File: config.mk
export PLATFORM = sky130hd
export DESIGN_NAME = asc_div
export DESIGN_NICKNAME = d
export VERILOG_FILES = /design/src/hdl/asc_pkg.sv /design/src/hdl/asc_div.sv
export SDC_FILE = /design/constraint.sdc
export NUM_CORES = 1
export LEC_CHECK = 0
export ABC_AREA = 1
export BUFFER_PORTS_ARGS = -buffer_cell sky130_fd_sc_hd__clkbuf_2
export CAP_MARGIN = 20
export CORE_MARGIN = 2
export CORE_UTILIZATION = 45
export CTS_CLUSTER_DIAMETER = 150
export DETAILED_ROUTE_END_ITERATION = 7
export PLACE_DENSITY = 0.61
export RECOVER_POWER = 50
export REMOVE_ABC_BUFFERS = 1
export SYNTH_ARGS = -nofsm -noshare
export SYNTH_HDL_FRONTEND = slang
export SYNTH_SLANG_ARGS = --single-unit
export TNS_END_PERCENT = 5
File: constraint.sdc
create_clock -name clock -period 11.88 [get_ports clock]
set_input_delay 0.594 -clock clock [delete_from_list [all_inputs] [get_ports clock]]
set_output_delay 0.594 -clock clock [all_outputs]
set_load 0.02 [all_outputs]
File: src/hdl/asc_pkg.sv
// Shared types and constants for the area-average image scaler.
package asc_pkg;

   localparam int MaxChannels = 4;
   localparam int ResultCap   = 16;

   localparam logic [3:0] REG_IN_WIDTH     = 4'd0;
   localparam logic [3:0] REG_IN_HEIGHT    = 4'd1;
   localparam logic [3:0] REG_OUT_WIDTH    = 4'd2;
   localparam logic [3:0] REG_OUT_HEIGHT   = 4'd3;
   localparam logic [3:0] REG_CHANNELS     = 4'd4;
   localparam logic [3:0] REG_MONO_MODE    = 4'd5;
   localparam logic [3:0] REG_DIVISOR      = 4'd6;
   localparam logic [3:0] REG_WEIGHT_SHIFT = 4'd7;

   typedef logic [MaxChannels-1:0][31:0] acc_row_type;
   typedef logic [MaxChannels-1:0][7:0]  byte_row_type;

   typedef struct packed {
      byte_row_type ch;
      logic [9:0]   column;
      logic [11:0]  row;
      logic         row_end;
   } result_type;

   typedef enum logic [3:0] {
      ST_CLEAR,
      ST_IDLE,
      ST_SETUP,
      ST_STEP,
      ST_MAC,
      ST_ADD,
      ST_DIV,
      ST_EMIT,
      ST_FINISH
   } state_type;

endpackage

File: src/hdl/asc_div.sv
// Four-lane restoring divider, one quotient bit per cycle.
module asc_div (
   input  logic                  clock,
   input  logic                  reset,
   input  logic                  start,
   input  asc_pkg::acc_row_type  dividend,
   input  logic [23:0]           divisor,
   output logic                  done,
   output asc_pkg::byte_row_type quotient
);
   import asc_pkg::*;

   logic                        busy_ff, busy_in;
   logic                        done_ff, done_in;
   logic [5:0]                  cnt_ff, cnt_in;
   acc_row_type                 quo_ff, quo_in;
   logic [MaxChannels-1:0][23:0] rem_ff, rem_in;
   logic [24:0]                 trial;
   logic                        ge;

   always_comb begin
      busy_in = busy_ff;
      done_in = 1'b0;
      cnt_in  = cnt_ff;
      quo_in  = quo_ff;
      rem_in  = rem_ff;
      trial   = '0;
      ge      = 1'b0;
      if (start) begin
         busy_in = 1'b1;
         cnt_in  = 6'd32;
         quo_in  = dividend;
         rem_in  = '0;
      end else if (busy_ff) begin
         for (int c = 0; c < MaxChannels; c++) begin
            trial = {rem_ff[c], quo_ff[c][31]};
            ge = trial >= {1'b0, divisor};
            rem_in[c] = ge ? 24'(trial - {1'b0, divisor}) : trial[23:0];
            quo_in[c] = {quo_ff[c][30:0], ge};
         end
         cnt_in = cnt_ff - 6'd1;
         if (cnt_ff == 6'd1) begin
            busy_in = 1'b0;
            done_in = 1'b1;
         end
      end
   end

   always_ff @(posedge clock) begin
      if (reset) begin
         busy_ff <= 1'b0;
         done_ff <= 1'b0;
         cnt_ff  <= '0;
      end else begin
         busy_ff <= busy_in;
         done_ff <= done_in;
         cnt_ff  <= cnt_in;
      end
      quo_ff <= quo_in;
      rem_ff <= rem_in;
   end

   always_comb begin
      for (int c = 0; c < MaxChannels; c++) begin
         quotient[c] = quo_ff[c][7:0];
      end
   end

   assign done = done_ff;

endmodule

## Yosys cells after proc, flatten, opt, wreduce, memory -nomap -nowiden

Cells that the tools add are included.

| word-level totals | value |
|---|---|
| bits in registers | 232 |
| bits in latches | 0 |
| memory bits (writable) | 0 |
| bits in read-only memories | 0 |
| input bits | 155 |
| logic and storage cells | 38 |
| memories | 0 |

| cells by class | value |
|---|---|
| add/subtract/negate cells | 5 |
| $mul | 0 |
| div/mod/pow operators | 0 |
| $lt $le $gt $ge | 4 |
| equality and inequality tests | 1 |
| shifts and indexed selects | 0 |
| mux-type cells | 12 |
| bitwise operators | 1 |
| reduce and logical (&&, ||, !) cells | 3 |

Operator list:

| kind | count |
|---|---|
| two-way mux 128 bit | 2 |
| >= comparator 25 x 24 -> 1 bit | 4 |
| two-way mux 24 bit | 4 |
| subtractor 24 bit | 4 |
| two-way mux 6 bit | 2 |
| == test 6 x 1 -> 1 bit (second input constant) | 1 |
| subtractor 6 x 1 -> 6 bit (second input constant) | 1 |
| two-way mux 1 bit | 4 |
| OR reduction 3 bit | 1 |
| nonzero test 2 bit | 1 |
| OR reduction 2 bit | 1 |
| NOT 1 bit | 1 |

## Logic depth before layout (Yosys ltp)

Gate-level depths: netlist of the first run.

| logic depth | value |
|---|---|
| depth in word-level cells | 4 |
| mapped depth | 15 |
| mapped depth without buffers | 15 |

## Least setup slack after synthesis of the first run

No wires, ideal clock.

| path | value |
|---|---|
| path kind | in2reg |
| from | input port start |
| to | register quo_ff[104] in the netlist's numbering, enable pin |
| arrival time | 4692 ps |
| data required time | 11338 ps |
| slack | 6646 ps |
| stages on the path | 4 |
| cell sequence | clkbuf_1 nor2_1 inv_1 clkbuf_1 |

| between the ends | value |
|---|---|
| cells in the longest elaborated chain, start to end | 1 |

RTL lines:

| item | line | text |
|---|---|---|
| start, declared | asc_div.sv:5 | `input logic start,` |
| nonzero test 2 bit (no source line) | n/a |  |
| end signal, assigned | asc_div.sv:59 | `quo_ff <= quo_in;` |
| end, declared | asc_div.sv:16 | `acc_row_type quo_ff, quo_in;` |

Every way passes these cells.
A chain may end at the register's enable or synchronous reset.

==> qor.csv, run 1 <==
stage,metric,value,unit
logic_synthesis,Post-synth EDFFs,128,
setup_path,critical-path cell list,clkbuf_1 > clkinvlp_2 > clkbuf_1 > nor2_1 > a31oi_1,
setup_path,"critical path fanouts, max",87,
setup_path,Worst path max stage delay,1950,ps
logic_synthesis,Synth area leader,nand2_1,
setup_path,Setup crit end kind,flip-flop,
placed_design,GP Congestion,0.935,
floorplan,CORE AREA,0.0395,mm²
clock_tree,clock-pin slew on the worst setup and hold paths,60,ps
cells_and_area,sequential standard cell area,0.00593,mm²
routing,1st-iter DRT viols,1182,
cells_and_area,fillers,4184,
clock_tree,Clock Tree Root,clkbuf_16,
routing,WL met3,3680,µm
pwr,Sw Pwr,572,µW
routing,met2 routed WL,24200,µm
sta,final setup fails,0,
grt,global-route wire length before repair,87300,µm
pwr,Pwr Density,104,mW/mm²
grt,GRT Util Overall,26.4,%
logic_synthesis,top cell type's share of synthesized area,25.6,%
setup_path,Worst Path Buf+Inv,3,
logic_synthesis,Yosys cell types,44,
routing,top sig layer,met5,
sta,relative slew slack,-144,%
routing,DRT Pass-1 Iters,6,
sta,final worst-path cycle share,52.4,%
setup_path,Required @ worst endpoint,12040,ps
logic_synthesis,Yosys reg bits,232,
routing,overall routed net length,54600,µm
logic_synthesis,Post-Syn Instances,2768,
cells_and_area,Layout Area Growth over Synthesis,10.3,%
clock_tree,clock buffer depth,3,
clock_tree,# clock sinks,232,
grt,initial antenna violation count,1,
clock_tree,H-tree levels,1,
sta,RSZ-0062 raised after global routing,no,
logic_synthesis,sequential area share after synthesis,33.1,%
grt,grt ovf,0,
floorplan,die footprint,0.0414,mm²
flow_run,number of max-cap violations,4,
run_status,failing checks,"max-capacitance violations, max-slew violations",
pwr,Int Power,1470,µW
setup_path,most frequent CP cell,clkbuf_1,
setup_path,cell family with most CP delay,buffers and inverters,
floorplan,initial core utilization,45.3,%
sta,Max Freq,161,MHz
pwr,Flop pwr share,45.5,%
pwr,clock network power share,40.7,%
floorplan,die width,203,µm
setup_path,startpoint class of the critical path,input port,
setup_path,worst endpoint data arrival time,6380,ps
sta,min Tclk post-route,6220,ps
cells_and_area,# diodes,0,
hold_path,Hold Startpoint,reset,
cells_and_area,Final nets,3136,
logic_synthesis,dominant cells by area after synthesis,"nand2_1 26%, edfxtp_1 21%, dfxtp_1 12%",
clock_tree,"Clk Latency, worst-skew pair",580,ps
routing,Routed wire per std cell,15.9,µm
sta,actual slew at the worst max-slew pin,3670,ps
routing,Metal-1 WL,24800,µm
setup_path,reg2reg start,busy_ff,
hold_path,min-delay worst type,in -> reg,
logic_synthesis,Syn Area/Cell,6.46,µm²
logic_synthesis,Yosys warning count,0,
cells_and_area,final core utilization,50.0,%
placed_design,HPWL after detailed placement,39800,µm
sta,final hold violation count,0,
grt,pin count of the biggest net entering global routing,91,
routing,vias,17300,
cells_and_area,Multi-input gate area,0.00967,mm²
pwr,worst ir drop on vdd,0.000117,V
clock_tree,CTS tree,built,
routing,DRC,0,
pwr,Leak Pwr,0.0106,µW
floorplan,die height,203,µm
floorplan,FP Rows,73,
logic_synthesis,most used flip-flop cell after synthesis,edfxtp_1,
sta,clock skew,14.6,ps
setup_path,worst setup path class,in -> reg,
sta,setup TNS,0,ps
placed_design,# port buffers,187,
grt,vias in the first global route,16700,
cells_and_area,layout cells sized above 1,8.93,%
pwr,switching portion of total power,28.0,%
routing,via density per instance,5.04,
setup_path,slowest cell on the critical path,clkinvlp_2,
logic_synthesis,mapped cell area,0.0179,mm²
logic_synthesis,ys async rst share,0,%
clock_tree,Num CTS Buffers,27,
clock_tree,post-cts resize count,0,
setup_path,crit path launch,start,
clock_tree,"Hold-fix buffers, CTS",0,
sta,max-slew violations,215,
run_status,status,"complete, but fails checks",
clock_tree,post-CTS setup buffer count,0,
routing,Routed Antenna Nets,0,
pwr,Logic pwr share,13.8,%
floorplan,# IOs,188,
power groups by stage:
stage	sequential (µW)	clock (µW)	combinational, µW
2_1_floorplan	956	0	161
3_3_place_gp	945	0	281
3_5_place_dp	945	0	284
4_1_cts	929	853	284
5_1_grt	935	877	315
6_report	930	833	282
metal layers:
metal	vias to the layer above	GRT usage, %
li1	8850	-
met1	7815	34.8
met2	504	43.3
met3	99	5.08
met4	2	9.23
met5	-	0
sequential cells by signal, indices dropped and copies added, names as in the netlist:
name / flops
busy_ff: 1
cnt_ff: 6
done: 1
quo_ff: 96
quotient: 32
rem_ff: 96
stage by stage:
| stage | power, µW | setup slack (ps) | area [µm²] | std cells | hold WS [ps] |
|---|---|---|---|---|---|
| after floorplan | 1120 | 4990 | 17200 | 2656 | 443 |
| after global placement | 1230 | 7690 | 18900 | 3374 | 461 |
| after detailed placement | 1230 | 7470 | 18900 | 3374 | 462 |
| after CTS | 2070 | 8090 | 19800 | 3423 | 182 |
| after global routing | 2130 | 5010 | 19700 | 3424 | 202 |
| final | 2040 | 5660 | 19700 | 3424 | 205 |
worst paths after layout:
| path | cells past startpoint | slack (ps) | to |
|---|---|---|---|
| max | 5 | 5660 | quotient[8] |
| min | 2 | 210 | busy_ff |
| min reg2reg | 2 | 470 | rem_ff[51] |
| max reg2reg | 4 | 6740 | rem_ff[76] |
layout make-up:
type,instances,area share (%)
Multi-Input combinational cell,1984,49.0
Sequential cell,232,30.0
Inverter,440,8.38
Timing Repair Buffer,194,4.88
Clock buffer,34,3.66
Tap cell,525,3.33
Clock inverter,15,0.691
synth_stat cells, types with 2 or more instances:
cell	number
a211oi_1	2
a21o_1	2
a21oi_1	54
a21oi_4	3
buf_1	3
buf_2	22
buf_4	35
buf_6	9
clkbuf_1	42
dfxtp_1	104
edfxtp_1	128
fa_1	4
ha_1	98
inv_1	431
inv_2	9
nand2_1	1218
nand2_2	9
nand3_1	204
nand3_2	17
nand3_4	4
nand3b_1	20
nand4_1	94
nor2_1	129
nor2_2	8
nor3_1	14
nor3_2	3
nor3b_1	3
o21a_1	2
o21ai_0	19
o21ai_1	19
o21bai_1	5
or2_1	2
xnor2_1	37
xor2_1	5
worst register-to-register path: stages, from the launching register on:
cell and delay [ps]:
dfxtp_1 380, nor2_4 140, clkinvlp_2 2730, buf_4 1450, o21ai_0 350
kinds of logic (layout without fill, tap and decap cells):
| logic type | count (synthesis) | after routing | synth area share (%) |
|---|---|---|---|
| buffers and inverters | 552 | 683 | 12.9 |
| AND/OR/NAND/NOR | 1733 | 1733 | 41.3 |
| adder cells (fa/ha/maj) | 102 | 102 | 7.30 |
| AO/OA/AOI/OAI | 107 | 107 | 3.34 |
| flip-flops | 232 | 232 | 33.1 |
| XOR/XNOR | 42 | 42 | 2.06 |
cell usage in the layout, fill, tap and decap left out, types with 3 or more instances in the layout:
cell       count
nand2_1     1218
inv_1        429
nand3_1      204
clkbuf_2     153
edfxtp_1     128
nor2_1       127
dfxtp_1      104
ha_1          98
nand4_1       94
a21oi_1       54
clkbuf_1      40
xnor2_1       37
clkbuf_16     27
nand3b_1      20
o21ai_1       19
o21ai_0       19
nand3_2       17
nor3_1        14
nand2_2        9
inv_2          9
nor2_2         8
clkinv_1       6
xor2_1         5
o21bai_1       5
clkinv_2       5
buf_4          5
nand3_4        4
fa_1           4
nor2_4         3
a21oi_4        3
nor3_2         3
nor3b_1        3
Note: power is estimated with default switching activity, not from simulation.
==> run 2: changes to the inputs <==
- clock period: 11.88 -> 5.8 ns (I/O delays scaled with it)
==> run 2 against run 1 <==
Effect of this change:
- the flow still finishes with violations (max-capacitance violations, max-slew violations)
- first-iteration DRC count grew 6.0%
- core utilization is 3.0 points higher
- critical path type unchanged
- global-route usage up 0.41 points
- die area stayed put
- cell area rose by 6.0%
- largest cell class unchanged
- via count rose by 2.7%
- sequential share of layout area decreased by 1.7 points
- power increased by 110%
- combinational power grew 130%
- worst setup slack worse by 3400 ps
- clock skew rose by 15 ps
==> qor.csv, run 2 (synthesis results as in run 1) <==
stage,metric,value,unit,change
placed_design,dpl ws,2580,ps,-4890 ps
sta,max-slew violations,51,,-76%
routing,Metal-1 WL,25000,µm,+0.88%
run_status,status,"complete, but fails checks",,
floorplan,die footprint,0.0414,mm²,unchanged
setup_path,Worst path max stage delay,1560,ps,-390 ps
setup_path,worst setup path class,in -> reg,,
setup_path,Required @ worst endpoint,6010,ps,-6030 ps
floorplan,initial core utilization,45.3,%,unchanged
setup_path,"critical path fanouts, max",104,,+20%
grt,initial antenna violation count,0,,-1
routing,DRT Pass-1 Iters,6,,unchanged
setup_path,crit path launch,start,,
floorplan,FP Rows,73,,unchanged
routing,via density per instance,5.00,,-0.79%
clock_tree,CTS tree,built,,
sta,Final WS setup,2230,ps,-3430 ps
clock_tree,"Clk Latency, worst-skew pair",600,ps,+20 ps
cells_and_area,most frequent cells in the layout,"1,218 x nand2_1, 429 x inv_1, 204 x nand3_1, 153 x clkbuf_2",,
sta,final setup fails,0,,unchanged
routing,1st-iter DRT viols,1253,,+6.0%
hold_path,min-delay worst type,in -> reg,,
pwr,worst ir drop on vdd,0.000329,V,+180%
sta,Max Freq,280,MHz,
pwr,Leak Pwr,0.0111,µW,+4.7%
setup_path,Setup crit end kind,flip-flop,,
sta,relative slew slack,-48.3,%,+96 points
cells_and_area,# diodes,0,,unchanged
sta,min Tclk post-route,3570,ps,
floorplan,die height,203,µm,unchanged
routing,met2 routed WL,24600,µm,+1.9%
cells_and_area,Final nets,3252,,+3.7%
routing,top sig layer,met4,,
cells_and_area,post-route design area,0.0209,mm²,+6.0%
routing,DRC,0,,unchanged
floorplan,CORE AREA,0.0395,mm²,unchanged
cells_and_area,Layout Area Growth over Synthesis,16.8,%,
clock_tree,# clock sinks,232,,unchanged
grt,global-route wire length before repair,89400,µm,+2.4%
cells_and_area,"commonest non-fill, non-tap cell in the layout",nand2_1,,
sta,final hold violation count,0,,unchanged
cells_and_area,final core utilization,53.0,%,+3.0 points
cells_and_area,layout cells sized above 1,8.68,%,-0.25 points
setup_path,reg2reg start,rem_ff[18],,
placed_design,GP Congestion,0.932,,-0.32%
setup_path,worst endpoint data arrival time,3780,ps,-2600 ps
clock_tree,H-tree levels,1,,unchanged
floorplan,# IOs,188,,unchanged
clock_tree,Clock Tree Root,clkbuf_16,,
setup_path,slowest cell on the critical path,clkbuf_1,,
hold_path,Hold Path Cell Cnt,3,,+1
routing,Routed Antenna Nets,0,,unchanged
run_status,failing checks,"max-capacitance violations, max-slew violations",,
placed_design,HPWL after detailed placement,38800,µm,-2.6%
sta,clock skew,30.0,ps,+15.4 ps
hold_path,Hold Startpoint,dividend[126],,
floorplan,die width,203,µm,unchanged
setup_path,startpoint class of the critical path,input port,,
sta,worst hold slack,24.0,ps,-181 ps
placed_design,# port buffers,187,,unchanged
sta,actual slew at the worst max-slew pin,2230,ps,-1440 ps
pwr,Pwr Density,205,mW/mm²,+98%
clock_tree,post-CTS setup buffer count,0,,unchanged
pwr,total power,4280,µW,+110%
grt,GRT Util Overall,26.8,%,+0.41 points
sta,final worst-path cycle share,61.6,%,
clock_tree,clock-pin slew on the worst setup and hold paths,60,ps,about the same
setup_path,Worst Reg-to-Reg Cells,11,,+7
setup_path,critical-path cell list,clkbuf_1 > nor2_1 > inv_6 > buf_4,,
grt,vias in the first global route,17400,,+4.0%
grt,pin count of the biggest net entering global routing,105,,+15%
routing,overall routed net length,55400,µm,+1.5%
routing,WL met3,3770,µm,+2.4%
placed_design,dpl cell area,0.0189,mm²,about the same
clock_tree,Num CTS Buffers,29,,+7.4%
clock_tree,clock buffer depth,3,,unchanged
grt,grt ovf,0,,unchanged
sta,RSZ-0062 raised after global routing,no,,
routing,vias,17700,,+2.7%
flow_run,number of max-cap violations,1,,-3
cells_and_area,fillers,3932,,-6.0%
routing,Routed wire per std cell,15.6,µm,-1.9%
-- run 2: layout make-up --
class	instances	area (µm²)	area share, %
clock inverters	13	85.1	0.407
flip-flops and latches	232	5930	28.3
repair buffers	308	2100	10.1
multi-input cells	1984	9660	46.2
inverters	440	1660	7.94
clock buffers	41	811	3.88
well taps	525	657	3.14
-- run 2: power breakdown --
part	internal (µW)	switching, µW
Sequential	1860	42.3
Combinational	228	413
Clock	976	760
Total	3070	1220
-- run 2: critical path, delay by kind of cell --
kind | cells | cell delay [ps]
buffers and inverters | 3 | 3030
and+or+nand+nor | 1 | 340
-- run 2: what timing repair did --
action | CTS | global route
hold buffers | 113 | 0
endpoints found under the hold margin | 114 | 0
resized for setup | 0 | 0
-- run 2: worst paths after layout --
check | endpoint | slack, ps
setup / recovery | quo_ff[30] | 2230
hold reg to reg | rem_ff[46] | 470
setup reg to reg | quotient[0] | 2930
hold / removal | quo_ff[126] | 20
-- run 2: stage by stage --
stage / std cells / TNS, ps
floorplan: 2656 / -126340
global placement: 3375 / 0
detailed placement: 3375 / 0
CTS: 3542 / 0
global route: 3543 / 0
finish: 3543 / 0
-- run 2: per-layer routing --
layer,vias to the layer above,global-route usage (%)
li1,9089,-
met3,113,4.35
met2,548,44.0
met4,0,9.31
met5,-,0
met1,7979,35.8
==> run 3: changes to the inputs <==
- ABC_AREA: 1 -> 0
- PLACE_DENSITY: 0.61 -> 0.64
- clock period: 5.8 -> 3.2 ns (I/O delays scaled with it)
==> run 3 against run 2 <==
Effect of this change:
- the run still ends with max-capacitance violations, max-slew violations left
- final cell count fell by 37%
- core utilization rose by 3.6 points
- sequential share of layout area rose by 3.8 points
- worst setup slack got worse by 2000 ps
- non-clock buffer count rose by 34
- synthesized cell count fell by 46%
- global-route usage fell by 3.8 points
- clock-buffer cell count fell by 11
- combinational power rose to 3.1 times the previous value
- die area fell by 16%
- highest routed layer unchanged
- sequential power rose by 90%
- routed wire length fell by 29%
==> qor.csv, run 3 <==
stage,metric,value,unit,change
setup_path,slowest cell on the critical path,a31oi_4,,
pwr,Leak Pwr,0.00766,µW,-31%
sta,worst hold slack,234,ps,+209 ps
clock_tree,clock-pin slew on the worst setup and hold paths,60,ps,about the same
sta,Final WS setup,188,ps,-2040 ps
placed_design,GP Congestion,0.933,,+0.12%
sta,relative slew slack,-27.1,%,+21 points
cells_and_area,fillers,2748,,-30%
pwr,worst ir drop on vdd,0.000499,V,+52%
setup_path,"critical path fanouts, max",21,,-80%
run_status,failing checks,"max-capacitance violations, max-slew violations",,
floorplan,FP Rows,66,,-9.6%
logic_synthesis,synth cell count leaders,"128 x edfxtp_1, 127 x mux2_2, 123 x nor2_1",,
sta,RSZ-0062 raised after global routing,no,,
placed_design,dpl ws,61.6,ps,-2520 ps
logic_synthesis,Synth area leader,edfxtp_1,,
routing,vias,12400,,-30%
run_status,status,"complete, but fails checks",,
routing,DRT Pass-1 Iters,5,,-1
clock_tree,H-tree levels,1,,unchanged
hold_path,min-delay worst type,in -> reg,,
routing,DRC,0,,unchanged
logic_synthesis,most numerous cell in the Yosys netlist,edfxtp_1,,
clock_tree,clock buffer depth,3,,unchanged
sta,clock skew,30.1,ps,+0.0922 ps
hold_path,Hold Startpoint,divisor[0],,
clock_tree,Clock Tree Root,clkbuf_16,,
cells_and_area,most frequent cells in the layout,"154 x clkbuf_2, 129 x dlygate4sd3_1, 128 x edfxtp_1, 124 x mux2_2, 123 x nor2_1",,
clock_tree,"Clk Latency, worst-skew pair",580,ps,-20 ps
logic_synthesis,sequential area share after synthesis,39.7,%,+6.5 points
logic_synthesis,mapped cell area,0.0149,mm²,-16%
clock_tree,# clock sinks,232,,unchanged
routing,Routed Antenna Nets,0,,unchanged
clock_tree,CTS tree,built,,
grt,grt ovf,0,,unchanged
logic_synthesis,Yosys reg bits,232,,unchanged
setup_path,critical-path cell list,ha_1 > o21a_1 > o31a_1 > o21ai_1 > nand2b_2 > a41oi_2 > a211o_2 > a31oi_4 > mux2i_1 > a211oi_1,,
logic_synthesis,most used flip-flop cell after synthesis,edfxtp_1,,
sta,min Tclk post-route,3010,ps,
grt,pin count of the biggest net entering global routing,93,,-11%
floorplan,initial core utilization,45.8,%,+0.47 points
setup_path,critical path depth,10,,+6
setup_path,worst setup path class,reg -> reg,,
logic_synthesis,ys async rst share,0,%,unchanged
floorplan,CORE AREA,0.0326,mm²,-17%
sta,max-slew violations,36,,-29%
setup_path,startpoint class of the critical path,flip-flop,,
setup_path,reg2reg start,rem_ff[25],,
routing,1st-iter DRT viols,858,,-32%
placed_design,dpl cell area,0.0162,mm²,-15%
sta,final worst-path cycle share,94.1,%,
cells_and_area,Final nets,2026,,-38%
hold_path,Worst Hold End,rem_ff[0],,
placed_design,# port buffers,187,,unchanged
setup_path,Setup crit end kind,flip-flop,,
routing,Routed wire per std cell,17.7,µm,+13%
setup_path,Worst Path Buf+Inv,0,,-3
routing,overall routed net length,39500,µm,-29%
placed_design,HPWL after detailed placement,26100,µm,-33%
setup_path,Worst Reg-to-Reg Cells,10,,-1
logic_synthesis,Yosys cell types,81,,+84%
cells_and_area,sequential standard cell area,0.00593,mm²,about the same
clock_tree,Num CTS Buffers,28,,-3.4%
sta,Max Freq,332,MHz,
logic_synthesis,dominant cells by area after synthesis,"edfxtp_1 26%, dfxtp_1 14%, mux2_2 9.6%",,
cells_and_area,layout cells sized above 1,21.8,%,+13 points
setup_path,Worst path max stage delay,660,ps,-900 ps
logic_synthesis,Yosys warning count,0,,unchanged
sta,final hold violation count,0,,unchanged
logic_synthesis,Syn Area/Cell,9.99,µm²,+55%
grt,initial antenna violation count,2,,+2
grt,global-route wire length before repair,64200,µm,-28%
sta,final setup fails,0,,unchanged
cells_and_area,final core utilization,56.5,%,+3.6 points
grt,GRT Util Overall,23.0,%,-3.8 points
floorplan,die footprint,0.0347,mm²,-16%
flow_run,number of max-cap violations,1,,unchanged
cells_and_area,Layout Area Growth over Synthesis,23.4,%,
setup_path,cell family with most CP delay,compound AO/OA/AOI/OAI gates,,
pwr,Pwr Density,495,mW/mm²,+140%
cells_and_area,post-route design area,0.0184,mm²,-12%
cells_and_area,Multi-input gate area,0.00830,mm²,-14%
logic_synthesis,Post-Syn Instances,1496,,-46%
floorplan,# IOs,188,,unchanged
routing,via density per instance,5.57,,+11%
logic_synthesis,top cell type's share of synthesized area,25.7,%,+0.17 points
logic_synthesis,Post-synth EDFFs,128,,unchanged
floorplan,die height,186,µm,-8.4%
cells_and_area,"commonest non-fill, non-tap cell in the layout",clkbuf_2,,
setup_path,Reg2Reg Capture Point,rem_ff[27],,
hold_path,Hold Path Cell Cnt,5,,+2
floorplan,die width,186,µm,-8.4%
setup_path,R2R setup slack,190,ps,-2740 ps
grt,vias in the first global route,12500,,-28%
setup_path,Required @ worst endpoint,3680,ps,-2330 ps
setup_path,worst endpoint data arrival time,3500,ps,-280 ps
sta,actual slew at the worst max-slew pin,1910,ps,-319 ps
[run 3: changes by cell type in the layout (fill, tap and decap cells not counted), moves of 47 or more]
cell     change
mux2i_1     +47
nand4_1     -82
nand2_1   -1116
mux2_2     +124
nand3_1    -178
inv_1      -382
[run 3: where the power goes]
part / switching [µW] / internal [µW]
Sequential: 155 / 3450
Combinational: 1090 / 914
Clock: 1390 / 2130
Total: 2630 / 6500
[run 3: repair_timing]
action	CTS	global route
setup endpoints to repair	0	14
resized for setup	0	0
hold buffers	129	0
setup buffers	0	2
endpoints found under the hold margin	136	0
[run 3: worst max-delay path by stage]
stage	slack, ps	endpoint	start
3_5_place_dp	60	rem_ff[4]	divisor[8]
3_3_place_gp	120	rem_ff[5]	rem_ff[11]
4_1_cts	70	rem_ff[5]	rem_ff[11]
5_1_grt	30	rem_ff[27]	rem_ff[25]
6_report	190	rem_ff[27]	rem_ff[25]
2_1_floorplan	-3640	quo_ff[104]	busy_ff
[run 3: worst register-to-register path, delay by kind of cell (launching register included)]
family                     cells  cell delay (ps)
AOI/OAI and AO/OA              7             1880
and+or+nand+nor                1              140
adders and majority gates      1              370
muxes                          1              200
DFF                            1              330
[run 3: logic make-up (layout without fill, tap and decap cells)]
kind of cell	count (synthesis)	in the layout	synth area share, %
simple gates	362	362	11.2
mux	175	175	12.8
buf+inv	147	442	4.97
flops	232	232	39.7
compound gates	399	399	18.0
xor+xnor	79	79	4.63
other cells	0	2	0
fa+ha+maj	102	102	8.74
[run 3: layout make-up]
type                       count  area share (%)
antenna                        2          0.0271
clock buffer                  30            3.89
clock inverter                22            1.68
inverter                      48           0.997
multi-input combinational   1117            45.0
sequential                   232            32.2
tap                          442            3.00
timing repair buffer         342            13.2
[run 3: per-layer routing]
metal  GRT usage [%]  wire, µm
met1            29.4     17300
met3            3.84      2200
met2            39.9     18800
met5               0         0
met4            7.40      1180
[run 3: per-stage QoR]
stage	setup TNS, ps	power (µW)	std cells
final	0	9130	2235
after global routing	0	9530	2235
after CTS	0	9160	2231
after detailed placement	0	5490	2050
after global placement	0	5460	2050
after floorplan	-538720	4950	1397
